--- config.mk ---
export PLATFORM = sky130hd
export DESIGN_NAME = false_color_map_interpolator_core_flat
export DESIGN_NICKNAME = d
export VERILOG_FILES = /design/src/sv/fcmi_pkg.sv /design/src/sv/fcmi_if.sv /design/src/sv/fcmi_div_pipe.sv /design/src/sv/false_color_map_interpolator_core.sv /design/src/flat_wrapper.sv
export SDC_FILE = /design/constraint.sdc
export NUM_CORES = 2
export LEC_CHECK = 0
export BUFFER_PORTS_ARGS = -buffer_cell sky130_fd_sc_hd__clkbuf_2
export CAP_MARGIN = 25
export CORE_ASPECT_RATIO = 2
export CORE_UTILIZATION = 38
export DETAILED_ROUTE_END_ITERATION = 16
export HOLD_SLACK_MARGIN = 0.1
export SYNTH_ARGS = -nofsm -noshare
export SYNTH_HDL_FRONTEND = slang
export SYNTH_SLANG_ARGS = --single-unit
--- constraint.sdc ---
create_clock -name clk -period 8.7 [get_ports clk]
set_clock_uncertainty 0.05 [all_clocks]
set_input_delay 0.435 -clock clk [delete_from_list [all_inputs] [get_ports clk]]
set_output_delay 0.435 -clock clk [all_outputs]
set_load 0.05 [all_outputs]
--- src/sv/fcmi_pkg.sv ---
// fcmi_pkg: shared types, palette tables and register codes of the false-color map interpolator
// no dependencies; imported by fcmi_div_pipe, false_color_map_interpolator_core, pixel_map_checker and tb
`timescale 1ns / 1ps

package fcmi_pkg;

	// classification of a sample, decided at the entry stage
	typedef enum logic [2:0] {
		KIND_DATA   = 3'd0,
		KIND_BELOW  = 3'd1,
		KIND_ABOVE  = 3'd2,
		KIND_NODATA = 3'd3,
		KIND_EMPTY  = 3'd4
	} kind_t;

	// sideband that rides along with the quotient through the divider
	typedef struct packed {
		kind_t       kind;
		logic [1:0]  pal;
	} meta_t;

	typedef enum logic [1:0] {
		REG_RANGE_LOW  = 2'd0,
		REG_RANGE_HIGH = 2'd1,
		REG_PALETTE    = 2'd2
	} reg_idx_t;

	localparam logic [1:0] PAL_HEAT    = 2'd0;
	localparam logic [1:0] PAL_TERRAIN = 2'd1;
	localparam logic [1:0] PAL_GRAY    = 2'd2;

	localparam logic [7:0] GRAY_LEVEL = 8'd128;
	localparam logic [7:0] ALPHA_ON   = 8'hFF;
	localparam logic [7:0] ALPHA_OFF  = 8'h00;

	// number of segments in a palette; unused code falls back to heat
	function automatic logic [2:0] seg_count(input logic [1:0] pal);
		logic [2:0] n;
		case (pal)
			PAL_TERRAIN: n = 3'd3;
			PAL_GRAY:    n = 3'd1;
			default:     n = 3'd5;
		endcase
		return n;
	endfunction

	// palette entry as {red, green, blue}
	function automatic logic [23:0] pal_rgb(input logic [1:0] pal, input logic [2:0] idx);
		logic [23:0] c;
		c = 24'h000000;
		case (pal)
			PAL_TERRAIN: begin
				case (idx)
					3'd0:    c = {8'd0,   8'd120, 8'd0};
					3'd1:    c = {8'd160, 8'd120, 8'd40};
					3'd2:    c = {8'd180, 8'd180, 8'd180};
					3'd3:    c = {8'd255, 8'd255, 8'd255};
					default: c = 24'h000000;
				endcase
			end
			PAL_GRAY: begin
				case (idx)
					3'd1:    c = {8'd255, 8'd255, 8'd255};
					default: c = 24'h000000;
				endcase
			end
			default: begin
				case (idx)
					3'd0:    c = {8'd0,   8'd0,   8'd255};
					3'd1:    c = {8'd0,   8'd150, 8'd255};
					3'd2:    c = {8'd0,   8'd255, 8'd150};
					3'd3:    c = {8'd255, 8'd255, 8'd0};
					3'd4:    c = {8'd255, 8'd120, 8'd0};
					3'd5:    c = {8'd180, 8'd0,   8'd0};
					default: c = 24'h000000;
				endcase
			end
		endcase
		return c;
	endfunction

endpackage

--- src/sv/fcmi_if.sv ---
// fcmi_sample_if and fcmi_color_if: valid/ready stream channels of the interpolator
// no dependencies
`timescale 1ns / 1ps

interface fcmi_sample_if #(
	parameter int SAMPLE_WIDTH = 32
) ();
	logic                    valid;
	logic                    ready;
	logic [SAMPLE_WIDTH-1:0] sample;
	logic                    sample_valid;

	modport source (output valid, output sample, output sample_valid, input ready);
	modport sink   (input valid, input sample, input sample_valid, output ready);
endinterface

interface fcmi_color_if ();
	logic       valid;
	logic       ready;
	logic [7:0] red;
	logic [7:0] green;
	logic [7:0] blue;
	logic [7:0] alpha;

	modport source (output valid, output red, output green, output blue, output alpha,
		input ready);
	modport sink   (input valid, input red, input green, input blue, input alpha,
		output ready);
endinterface

--- src/sv/fcmi_div_pipe.sv ---
// fcmi_div_pipe: pipelined restoring divider, one quotient bit per stage
// computes floor(rem * 2^FRACTION_BITS / den) for rem < den; uses fcmi_pkg
`timescale 1ns / 1ps

module fcmi_div_pipe #(
	parameter int SAMPLE_WIDTH  = 32,
	parameter int FRACTION_BITS = 16
) (
	input  logic                      clk,
	input  logic                      arst_n,
	input  logic                      in_valid,
	output logic                      in_ready,
	input  logic [SAMPLE_WIDTH-1:0]   in_rem,
	input  fcmi_pkg::meta_t           in_meta,
	input  logic [SAMPLE_WIDTH-1:0]   den,
	output logic                      out_valid,
	input  logic                      out_ready,
	output logic [FRACTION_BITS-1:0]  out_quo,
	output fcmi_pkg::meta_t           out_meta
);
	import fcmi_pkg::*;

	localparam int SW = SAMPLE_WIDTH;
	localparam int F  = FRACTION_BITS;

	logic [SW-1:0] rem_s   [F];
	logic [F-1:0]  quo_s   [F];
	meta_t         meta_s  [F];
	logic [F-1:0]  valid_s;

	logic [SW-1:0] src_rem [F];
	logic [F-1:0]  src_quo [F];
	meta_t         src_meta[F];
	logic [F-1:0]  src_valid;
	logic [F-1:0]  rdy;
	logic [F-1:0]  nxt_rdy;

	genvar k;
	generate
		for (k = 0; k < F; k++) begin : g_stage
			logic [SW:0]   shifted;
			logic [SW+1:0] diff;
			logic          ge;

			if (k == 0) begin : g_first
				assign src_rem[k]   = in_rem;
				assign src_quo[k]   = '0;
				assign src_meta[k]  = in_meta;
				assign src_valid[k] = in_valid;
			end else begin : g_next
				assign src_rem[k]   = rem_s[k-1];
				assign src_quo[k]   = quo_s[k-1];
				assign src_meta[k]  = meta_s[k-1];
				assign src_valid[k] = valid_s[k-1];
			end

			if (k == F - 1) begin : g_last
				assign nxt_rdy[k] = out_ready;
			end else begin : g_mid
				assign nxt_rdy[k] = rdy[k+1];
			end

			assign rdy[k]  = ~valid_s[k] | nxt_rdy[k];
			assign shifted = {src_rem[k], 1'b0};
			assign diff    = {1'b0, shifted} - {2'b00, den};
			assign ge      = ~diff[SW+1];

			always_ff @(posedge clk or negedge arst_n) begin
				if (!arst_n) begin
					valid_s[k] <= 1'b0;
				end else if (rdy[k]) begin
					valid_s[k] <= src_valid[k];
				end
			end

			always_ff @(posedge clk) begin
				if (rdy[k] && src_valid[k]) begin
					rem_s[k]  <= ge ? diff[SW-1:0] : shifted[SW-1:0];
					quo_s[k]  <= {src_quo[k][F-2:0], ge};
					meta_s[k] <= src_meta[k];
				end
			end
		end
	endgenerate

	assign in_ready  = rdy[0];
	assign out_valid = valid_s[F-1];
	assign out_quo   = quo_s[F-1];
	assign out_meta  = meta_s[F-1];

	// a stalled stage keeps its partial quotient
	a_div_hold: assert property (@(posedge clk) disable iff (!arst_n)
		(out_valid && !out_ready) |=> (out_valid && $stable(out_quo)))
		else $error("divider output changed while stalled");

	a_div_ready: assert property (@(posedge clk) disable iff (!arst_n)
		!valid_s[0] |-> in_ready)
		else $error("divider refused a beat with its first stage empty");

	a_div_rem: assert property (@(posedge clk) disable iff (!arst_n)
		(out_valid && out_meta.kind == KIND_DATA) |-> (rem_s[F-1] < den))
		else $error("divider remainder not below divisor");

endmodule

--- src/sv/false_color_map_interpolator_core.sv ---
// false_color_map_interpolator_core: maps a signed raster sample to an RGBA pixel
// uses fcmi_pkg, fcmi_sample_if / fcmi_color_if and fcmi_div_pipe
//
// usage: samples (sample, sample_valid) enter on the samples channel, one pixel
// (red, green, blue, alpha) leaves on the pixels channel per sample, in order.
// the window range_low..range_high and the palette are set over the APB port
// (register 0 range_low, 1 range_high, 2 palette_select); the user must write them only
// while no beat is in flight, and the block itself does not enforce this.
// an accepted sample passes one entry stage, one divider stage per fraction bit,
// a scale stage, a multiply stage and the output register. throughput is one beat
// per cycle while pixels.ready stays high.
// nodata samples give transparent black, an empty window gives opaque gray.
// reset clears every stage's valid bit and loads the register reset values.
// when pixels.ready is low, stages fill up behind the output register and
// samples.ready drops only once the entry stage holds a beat that cannot move.
`timescale 1ns / 1ps

module false_color_map_interpolator_core #(
	parameter int SAMPLE_WIDTH  = 32,
	parameter int FRACTION_BITS = 16,
	localparam int APB_DW       = (SAMPLE_WIDTH > 32) ? 64 : 32,
	localparam int ADDR_LSB     = (SAMPLE_WIDTH > 32) ? 3 : 2,
	localparam int APB_AW       = ADDR_LSB + 2
) (
	input  logic                clk,
	input  logic                arst_n,
	fcmi_sample_if.sink         samples,
	fcmi_color_if.source        pixels,
	input  logic                psel,
	input  logic                penable,
	input  logic                pwrite,
	input  logic [APB_AW-1:0]   paddr,
	input  logic [APB_DW-1:0]   pwdata,
	output logic [APB_DW-1:0]   prdata,
	output logic                pready
);
	import fcmi_pkg::*;

	localparam int SW     = SAMPLE_WIDTH;
	localparam int F      = FRACTION_BITS;
	localparam int SCL_W  = F + 3;
	localparam int PROD_W = F + 9;
	localparam int SUM_W  = F + 10;
	localparam logic [F:0]        FRAC_ONE = {1'b1, {F{1'b0}}};
	localparam logic [SUM_W-1:0]  HALF     = SUM_W'(FRAC_ONE >> 1);
	localparam logic [SW-1:0]     RANGE_HIGH_RST = SW'(32'd65535);

	// configuration registers
	logic [SW-1:0] range_low_q;
	logic [SW-1:0] range_high_q;
	logic [1:0]    palette_q;
	logic [SW-1:0] den_q;
	reg_idx_t      reg_idx;
	logic          cfg_wr;

	assign pready  = 1'b1;
	assign reg_idx = reg_idx_t'(paddr[APB_AW-1:ADDR_LSB]);
	assign cfg_wr  = psel && penable && pwrite && pready;

	always_ff @(posedge clk or negedge arst_n) begin
		if (!arst_n) begin
			range_low_q  <= '0;
			range_high_q <= RANGE_HIGH_RST;
			palette_q    <= PAL_HEAT;
		end else if (cfg_wr) begin
			unique case (reg_idx)
				REG_RANGE_LOW:  range_low_q  <= pwdata[SW-1:0];
				REG_RANGE_HIGH: range_high_q <= pwdata[SW-1:0];
				REG_PALETTE:    palette_q    <= pwdata[1:0];
				default: ;
			endcase
		end
	end

	always_comb begin
		unique case (reg_idx)
			REG_RANGE_LOW:  prdata = APB_DW'(range_low_q);
			REG_RANGE_HIGH: prdata = APB_DW'(range_high_q);
			REG_PALETTE:    prdata = APB_DW'(palette_q);
			default:        prdata = '0;
		endcase
	end

	// offset binary keeps signed order as unsigned order
	logic [SW-1:0] lo_b, hi_b, s_b;
	assign lo_b = {~range_low_q[SW-1], range_low_q[SW-2:0]};
	assign hi_b = {~range_high_q[SW-1], range_high_q[SW-2:0]};
	assign s_b  = {~samples.sample[SW-1], samples.sample[SW-2:0]};

	// divisor is registered, so it settles in the cycle after a write, before any beat can use it
	always_ff @(posedge clk) begin
		den_q <= hi_b - lo_b;
	end

	// entry stage
	logic          valid_s1;
	logic [SW-1:0] rem_s1;
	meta_t         meta_s1;
	logic          rdy_s1;
	logic          div_in_ready;
	kind_t         kind_in;

	always_comb begin
		if (!samples.sample_valid) begin
			kind_in = KIND_NODATA;
		end else if (hi_b <= lo_b) begin
			kind_in = KIND_EMPTY;
		end else if (s_b <= lo_b) begin
			kind_in = KIND_BELOW;
		end else if (s_b >= hi_b) begin
			kind_in = KIND_ABOVE;
		end else begin
			kind_in = KIND_DATA;
		end
	end

	assign rdy_s1        = ~valid_s1 | div_in_ready;
	assign samples.ready = rdy_s1;

	always_ff @(posedge clk or negedge arst_n) begin
		if (!arst_n) begin
			valid_s1 <= 1'b0;
		end else if (rdy_s1) begin
			valid_s1 <= samples.valid;
		end
	end

	always_ff @(posedge clk) begin
		if (rdy_s1 && samples.valid) begin
			rem_s1        <= (kind_in == KIND_DATA) ? (s_b - lo_b) : '0;
			meta_s1.kind  <= kind_in;
			meta_s1.pal   <= (palette_q == 2'd3) ? PAL_HEAT : palette_q;
		end
	end

	// fraction, one bit per stage
	logic          div_valid;
	logic          rdy_sa;
	logic [F-1:0]  div_quo;
	meta_t         div_meta;

	fcmi_div_pipe #(
		.SAMPLE_WIDTH  (SW),
		.FRACTION_BITS (F)
	) u_div (
		.clk       (clk),
		.arst_n    (arst_n),
		.in_valid  (valid_s1),
		.in_ready  (div_in_ready),
		.in_rem    (rem_s1),
		.in_meta   (meta_s1),
		.den       (den_q),
		.out_valid (div_valid),
		.out_ready (rdy_sa),
		.out_quo   (div_quo),
		.out_meta  (div_meta)
	);

	// scale stage: segment index and blend weight
	logic          valid_sa;
	logic [2:0]    idx_a_sa, idx_b_sa;
	logic [F-1:0]  t_sa;
	meta_t         meta_sa;
	logic          rdy_sb;
	logic [F:0]    frac;
	logic [SCL_W-1:0] scaled;
	logic [2:0]    nseg, idx_lo, idx_hi;

	always_comb begin
		case (div_meta.kind)
			KIND_ABOVE: frac = FRAC_ONE;
			KIND_DATA:  frac = {1'b0, div_quo};
			default:    frac = '0;
		endcase
		nseg   = seg_count(div_meta.pal);
		scaled = SCL_W'(frac) * SCL_W'(nseg);
		idx_lo = scaled[SCL_W-1:F];
		idx_hi = ((idx_lo + 3'd1) < nseg) ? (idx_lo + 3'd1) : nseg;
	end

	assign rdy_sa = ~valid_sa | rdy_sb;

	always_ff @(posedge clk or negedge arst_n) begin
		if (!arst_n) begin
			valid_sa <= 1'b0;
		end else if (rdy_sa) begin
			valid_sa <= div_valid;
		end
	end

	always_ff @(posedge clk) begin
		if (rdy_sa && div_valid) begin
			idx_a_sa <= idx_lo;
			idx_b_sa <= idx_hi;
			t_sa     <= scaled[F-1:0];
			meta_sa  <= div_meta;
		end
	end

	// multiply stage: both ends of the segment, weighted per channel
	logic              valid_sb;
	logic [PROD_W-1:0] pa_sb [3];
	logic [PROD_W-1:0] pb_sb [3];
	kind_t             kind_sb;
	logic              rdy_out;
	logic [23:0]       col_a, col_b;
	logic [F:0]        w_a;

	assign col_a  = pal_rgb(meta_sa.pal, idx_a_sa);
	assign col_b  = pal_rgb(meta_sa.pal, idx_b_sa);
	assign w_a    = FRAC_ONE - {1'b0, t_sa};
	assign rdy_sb = ~valid_sb | rdy_out;

	always_ff @(posedge clk or negedge arst_n) begin
		if (!arst_n) begin
			valid_sb <= 1'b0;
		end else if (rdy_sb) begin
			valid_sb <= valid_sa;
		end
	end

	always_ff @(posedge clk) begin
		if (rdy_sb && valid_sa) begin
			for (int c = 0; c < 3; c++) begin
				pa_sb[c] <= PROD_W'(col_a[23-8*c -: 8]) * PROD_W'(w_a);
				pb_sb[c] <= PROD_W'(col_b[23-8*c -: 8]) * PROD_W'(t_sa);
			end
			kind_sb <= meta_sa.kind;
		end
	end

	// output register: round half up, then special cases
	logic [SUM_W-1:0] sum [3];
	logic [7:0]       chan [3];
	logic             valid_q;
	logic [7:0]       red_q, green_q, blue_q, alpha_q;

	always_comb begin
		for (int c = 0; c < 3; c++) begin
			sum[c]  = SUM_W'(pa_sb[c]) + SUM_W'(pb_sb[c]) + HALF;
			chan[c] = sum[c][F+7:F];
		end
	end

	assign rdy_out = ~valid_q | pixels.ready;

	always_ff @(posedge clk or negedge arst_n) begin
		if (!arst_n) begin
			valid_q <= 1'b0;
		end else if (rdy_out) begin
			valid_q <= valid_sb;
		end
	end

	always_ff @(posedge clk) begin
		if (rdy_out && valid_sb) begin
			case (kind_sb)
				KIND_NODATA: begin
					red_q   <= 8'd0;
					green_q <= 8'd0;
					blue_q  <= 8'd0;
					alpha_q <= ALPHA_OFF;
				end
				KIND_EMPTY: begin
					red_q   <= GRAY_LEVEL;
					green_q <= GRAY_LEVEL;
					blue_q  <= GRAY_LEVEL;
					alpha_q <= ALPHA_ON;
				end
				default: begin
					red_q   <= chan[0];
					green_q <= chan[1];
					blue_q  <= chan[2];
					alpha_q <= ALPHA_ON;
				end
			endcase
		end
	end

	assign pixels.valid = valid_q;
	assign pixels.red   = red_q;
	assign pixels.green = green_q;
	assign pixels.blue  = blue_q;
	assign pixels.alpha = alpha_q;

	a_alpha_code: assert property (@(posedge clk) disable iff (!arst_n)
		pixels.valid |-> (pixels.alpha == ALPHA_ON || pixels.alpha == ALPHA_OFF))
		else $error("alpha is neither opaque nor transparent");

	a_transparent_black: assert property (@(posedge clk) disable iff (!arst_n)
		(pixels.valid && pixels.alpha == ALPHA_OFF) |->
			(pixels.red == 8'd0 && pixels.green == 8'd0 && pixels.blue == 8'd0))
		else $error("transparent pixel carries color");

	a_entry_load: assert property (@(posedge clk) disable iff (!arst_n)
		(samples.valid && samples.ready) |=> valid_s1)
		else $error("accepted sample did not reach the entry stage");

	a_mult_hold: assert property (@(posedge clk) disable iff (!arst_n)
		(valid_sb && !rdy_out) |=> (valid_sb && $stable(pa_sb[0]) && $stable(pb_sb[2])))
		else $error("multiply stage lost a stalled beat");

endmodule

--- src/flat_wrapper.sv ---
// flat-port wrapper written by rule: the top's interface ports become plain ports
module false_color_map_interpolator_core_flat import fcmi_pkg::*;
#(
	parameter int SAMPLE_WIDTH  = 32,
	parameter int FRACTION_BITS = 16,
	localparam int APB_DW       = (SAMPLE_WIDTH > 32) ? 64 : 32,
	localparam int ADDR_LSB     = (SAMPLE_WIDTH > 32) ? 3 : 2,
	localparam int APB_AW       = ADDR_LSB + 2
)
  (clk, arst_n, psel, penable, pwrite, paddr, pwdata, prdata, pready, samples_valid, samples_sample, samples_sample_valid, samples_ready, pixels_valid, pixels_red, pixels_green, pixels_blue, pixels_alpha, pixels_ready);
  fcmi_sample_if #(.SAMPLE_WIDTH(SAMPLE_WIDTH)) samples_i ();
  fcmi_color_if pixels_i ();
  input  logic clk;
  input  logic arst_n;
  input  logic psel;
  input  logic penable;
  input  logic pwrite;
  input  logic [APB_AW-1:0] paddr;
  input  logic [APB_DW-1:0] pwdata;
  output logic [APB_DW-1:0] prdata;
  output logic pready;
  input wire logic [$bits(samples_i.valid)-1:0] samples_valid;
  input wire logic [$bits(samples_i.sample)-1:0] samples_sample;
  input wire logic [$bits(samples_i.sample_valid)-1:0] samples_sample_valid;
  output wire logic [$bits(samples_i.ready)-1:0] samples_ready;
  output wire logic [$bits(pixels_i.valid)-1:0] pixels_valid;
  output wire logic [$bits(pixels_i.red)-1:0] pixels_red;
  output wire logic [$bits(pixels_i.green)-1:0] pixels_green;
  output wire logic [$bits(pixels_i.blue)-1:0] pixels_blue;
  output wire logic [$bits(pixels_i.alpha)-1:0] pixels_alpha;
  input wire logic [$bits(pixels_i.ready)-1:0] pixels_ready;
  assign samples_i.valid = samples_valid;
  assign samples_i.sample = samples_sample;
  assign samples_i.sample_valid = samples_sample_valid;
  assign samples_ready = samples_i.ready;
  assign pixels_valid = pixels_i.valid;
  assign pixels_red = pixels_i.red;
  assign pixels_green = pixels_i.green;
  assign pixels_blue = pixels_i.blue;
  assign pixels_alpha = pixels_i.alpha;
  assign pixels_i.ready = pixels_ready;
  false_color_map_interpolator_core #(.SAMPLE_WIDTH(SAMPLE_WIDTH), .FRACTION_BITS(FRACTION_BITS)) u_core (.clk(clk), .arst_n(arst_n), .samples(samples_i), .pixels(pixels_i), .psel(psel), .penable(penable), .pwrite(pwrite), .paddr(paddr), .pwdata(pwdata), .prdata(prdata), .pready(pready));
endmodule
==> impl_metrics.json <==
{
  "htreeDepth": 3,
  "grt_use_total_pct": 20.5,
  "crit_chain": "nor3_1, nor3b_1, nand2b_1, nor3_1, xor2_1, buf_4, nor2_1, fa_1, fa_1, fa_1, inv_1, fa_1, inv_1, ha_1, and3_1, a21oi_1, o21ai_0, o41ai_1, o211ai_1, a2111o_1, o211ai_1",
  "min_period_ns": 7.63,
  "synth.distinct_cells": 109,
  "post-route-period-util_pct": 87.8,
  "die_h_um": 702,
  "clock_latency_ns": 0.77,
  "cap_violations": 0,
  "start_util_pct": 38.3,
  "yosysMostFrequentCell": "ha_1",
  "tightestPinTransition_ns": 1.03,
  "clkTransAtPathRegs_ns": 0.06,
  "remaining_drc_errors": 0,
  "syn_area_per_cell_sq_um": 9.94,
  "yosys.area_share.simple_pct": 12.4,
  "nets": 11200,
  "placed_cell_area_sq_um": 98100,
  "gp_congestion": 0.936,
  "path_common_cell": "fa_1",
  "fin_setup_tns_ns": 0,
  "syn_to_final_growth_pct": 9.99,
  "grt_max_degree": 116,
  "synth.area.top_cells": "edfxtp_1 (30%), ha_1 (14%), fa_1 (11%)",
  "die_w_um": 352,
  "drt-initial-drc-count": 2770,
  "hpwl_um": 212000,
  "syn_area_sq_um": 93100,
  "setup_viol": 0,
  "required_ns": 9.24,
  "num_vias": 69600,
  "setup_ws_ns": 1.07,
  "via_per_inst": 5.40,
  "worstPathMaxFanout": 12,
  "cts.sinks": 1050,
  "design_area_sq_um": 102000,
  "numPortBuffers": 139,
  "report.final.hold_viol_count": 0,
  "fmax_mhz": 131,
  "status": "finished, final reports clean",
  "critPathMaxStageDelay_ns": 0.73,
  "wl_per_cell_um": 19.7,
  "synthMuxAreaShare_pct": 3.08,
  "synth-edff-count": 932,
  "cts_tree": "yes",
  "final_antenna_net_count": 0,
  "slew_viol_final": 0,
  "cts-root-buf": "clkbuf_16",
  "grt_antenna_before_repair": 2,
  "grt-ovfl-total": 0,
  "relSlewSlack_pct": 30.9,
  "synth_top_family_by_area": "adder cells",
  "grt_pass1_wl_um": 397000,
  "ys_ff_latch": 1050,
  "fp.coreArea_sq_um": 243000,
  "synthCells": 9364,
  "cpMaxStageDelayCell": "edfxtp_1",
  "crit_path_start_kind": "flip-flop",
  "dieArea_sq_um": 247000,
  "synth_nets": 11000,
  "ys.flop_type": "edfxtp_1",
  "wl_um": 254000,
  "crit_type": "reg -> reg",
  "synthXorXnorAreaFrac_pct": 5.86,
  "seq_area_frac_synth_pct": 33.1,
  "yosys_warnings": 0,
  "cts_inserted_buffers": 111,
  "hp-class": "in -> async",
  "synthTopCellsByCount": "ha_1 (1,042), inv_1 (1,039), edfxtp_1 (932), nor2_1 (750), nand2_1 (638)",
  "grt_pass1_vias": 76200,
  "yosysTopAreaCellShare_pct": 30.1,
  "end_kind": "flip-flop",
  "ioPinCount": 143,
  "clock_path_buffers": 3,
  "ys_async_sr_fraction_pct": 8.19,
  "regToRegSetupSlack_ns": 1.07,
  "layout-drive-gt1-share_pct": 8.25,
  "synth-adder-area-share_pct": 25.1,
  "firstDrtPassIters": 6,
  "cp.arrival_ns": 8.17,
  "synth-compound-area-share_pct": 15.2,
  "rsz0062_at_grt": "no",
  "synth_top_cell_by_area": "edfxtp_1",
  "rows": 256,
  "dp_slack_ns": 1.11
}
flip-flops by register name, indices dropped and copies added (netlist names), 2 cells and up:
signal                  flops
u_core.pixels.red           8
u_core.meta_sa              5
u_core.idx_a_sa             3
u_core.t_sa                16
u_core.range_low_q         32
u_core.pixels.green         8
u_core.pa_sb               72
u_core.idx_b_sa             3
u_core.u_div.quo_s        136
u_core.u_div.meta_s        80
u_core.range_high_q        32
u_core.kind_sb              3
u_core.pb_sb               72
u_core.palette_q            2
u_core.den_q               32
u_core.u_div.rem_s        480
u_core.u_div.src_valid     15
u_core.pixels.blue          8
u_core.rem_s1              32
u_core.meta_s1              5
layout by cell type (no fill, tap or decap), drive strengths merged, types with 24 or more instances in the layout:
cell type and instances:
inv 1050, ha 1042, edfxtp 932, nor2 750, nand2 638, a21oi 595, fa 515, o21ai 485
xnor2 395, a21o 316, clkbuf 269, xor2 225, mux2 210, and2 195, nor3 163, buf 137
o21a 132, nand2b 129, nand3 111, nor2b 109, and3 106, o21bai 82, a31oi 77, dfrtp 70
nand4 68, a211oi 61, o31ai 53, mux2i 50, clkinv 49, o211ai 42, or2 41, a21boi 41
o31a 38, dlygate4sd3 38, or3 36, dfxtp 32, a211o 28, nor4 24
path summary, 6_finish.rpt:
check,startpoint,endpoint,depth (start not counted)
min in group clk,pwrite,u_core.palette_q[0],5
max reg2reg,u_core.t_sa[1],u_core.pa_sb[0][73],21
min reg2reg,u_core.u_div.meta_s[0][22],u_core.u_div.meta_s[0][27],0
min,arst_n,u_core.range_high_q[15],2
max,u_core.t_sa[1],u_core.pa_sb[0][73],21
max in group asynchronous,arst_n,u_core.pixels.valid,3
critical path: cells and delay by family, from the launching register on:
| family | cells | cell delay, ns |
|---|---|---|
| fa+ha+maj | 5 | 2.45 |
| simple gates | 6 | 2.25 |
| compound gates | 6 | 1.49 |
| flops | 1 | 0.73 |
| buf+inv | 3 | 0.33 |
| xor+xnor | 1 | 0.15 |
area by class of cell:
| type | instances | area (sq um) |
|---|---|---|
| antenna | 1 | 2.50 |
| clock buffer | 130 | 2900 |
| clock inverter | 81 | 991 |
| fill | 23100 | 141000 |
| inverter | 1041 | 3910 |
| multi-input combinational | 7047 | 57600 |
| sequential | 1050 | 30800 |
| tap | 3225 | 4040 |
| timing repair buffer | 314 | 2170 |
cell families after synthesis:
family,count (synthesis)
simple gates,2429
mux,260
flops,1050
buf+inv,1267
other cells,1
xor+xnor,621
fa+ha+maj,1557
compound gates,2179
metal layers:
metal,global-route usage (%),vias up,share of wire [%]
met4,16.3,2,8.9
met5,0,-,0.0079
met2,45.2,1338,61
met1,14.8,34000,28
met3,1.72,757,2.0
li1,-,33500,-
repair_timing:
action / in CTS / in global routing
hold buffers: 39 / 0
buffers inserted: 0 / 0
resized for setup: 0 / 0
endpoints found under the hold margin: 105 / 0
through the flow:
stage	utilization [%]	instances	hold WS (ns)
3_5_place_dp	40.3	12600	0.355
5_1_grt	42.1	12900	0.138
2_1_floorplan	-	9364	0.0894
4_1_cts	42.1	12900	0.112
6_report	42.1	12900	0.163
3_3_place_gp	40.3	12600	0.353
Power is left out: the tool's default activity adds up to more than one toggle a clock period on the data nets, which glitch-free logic cannot reach.
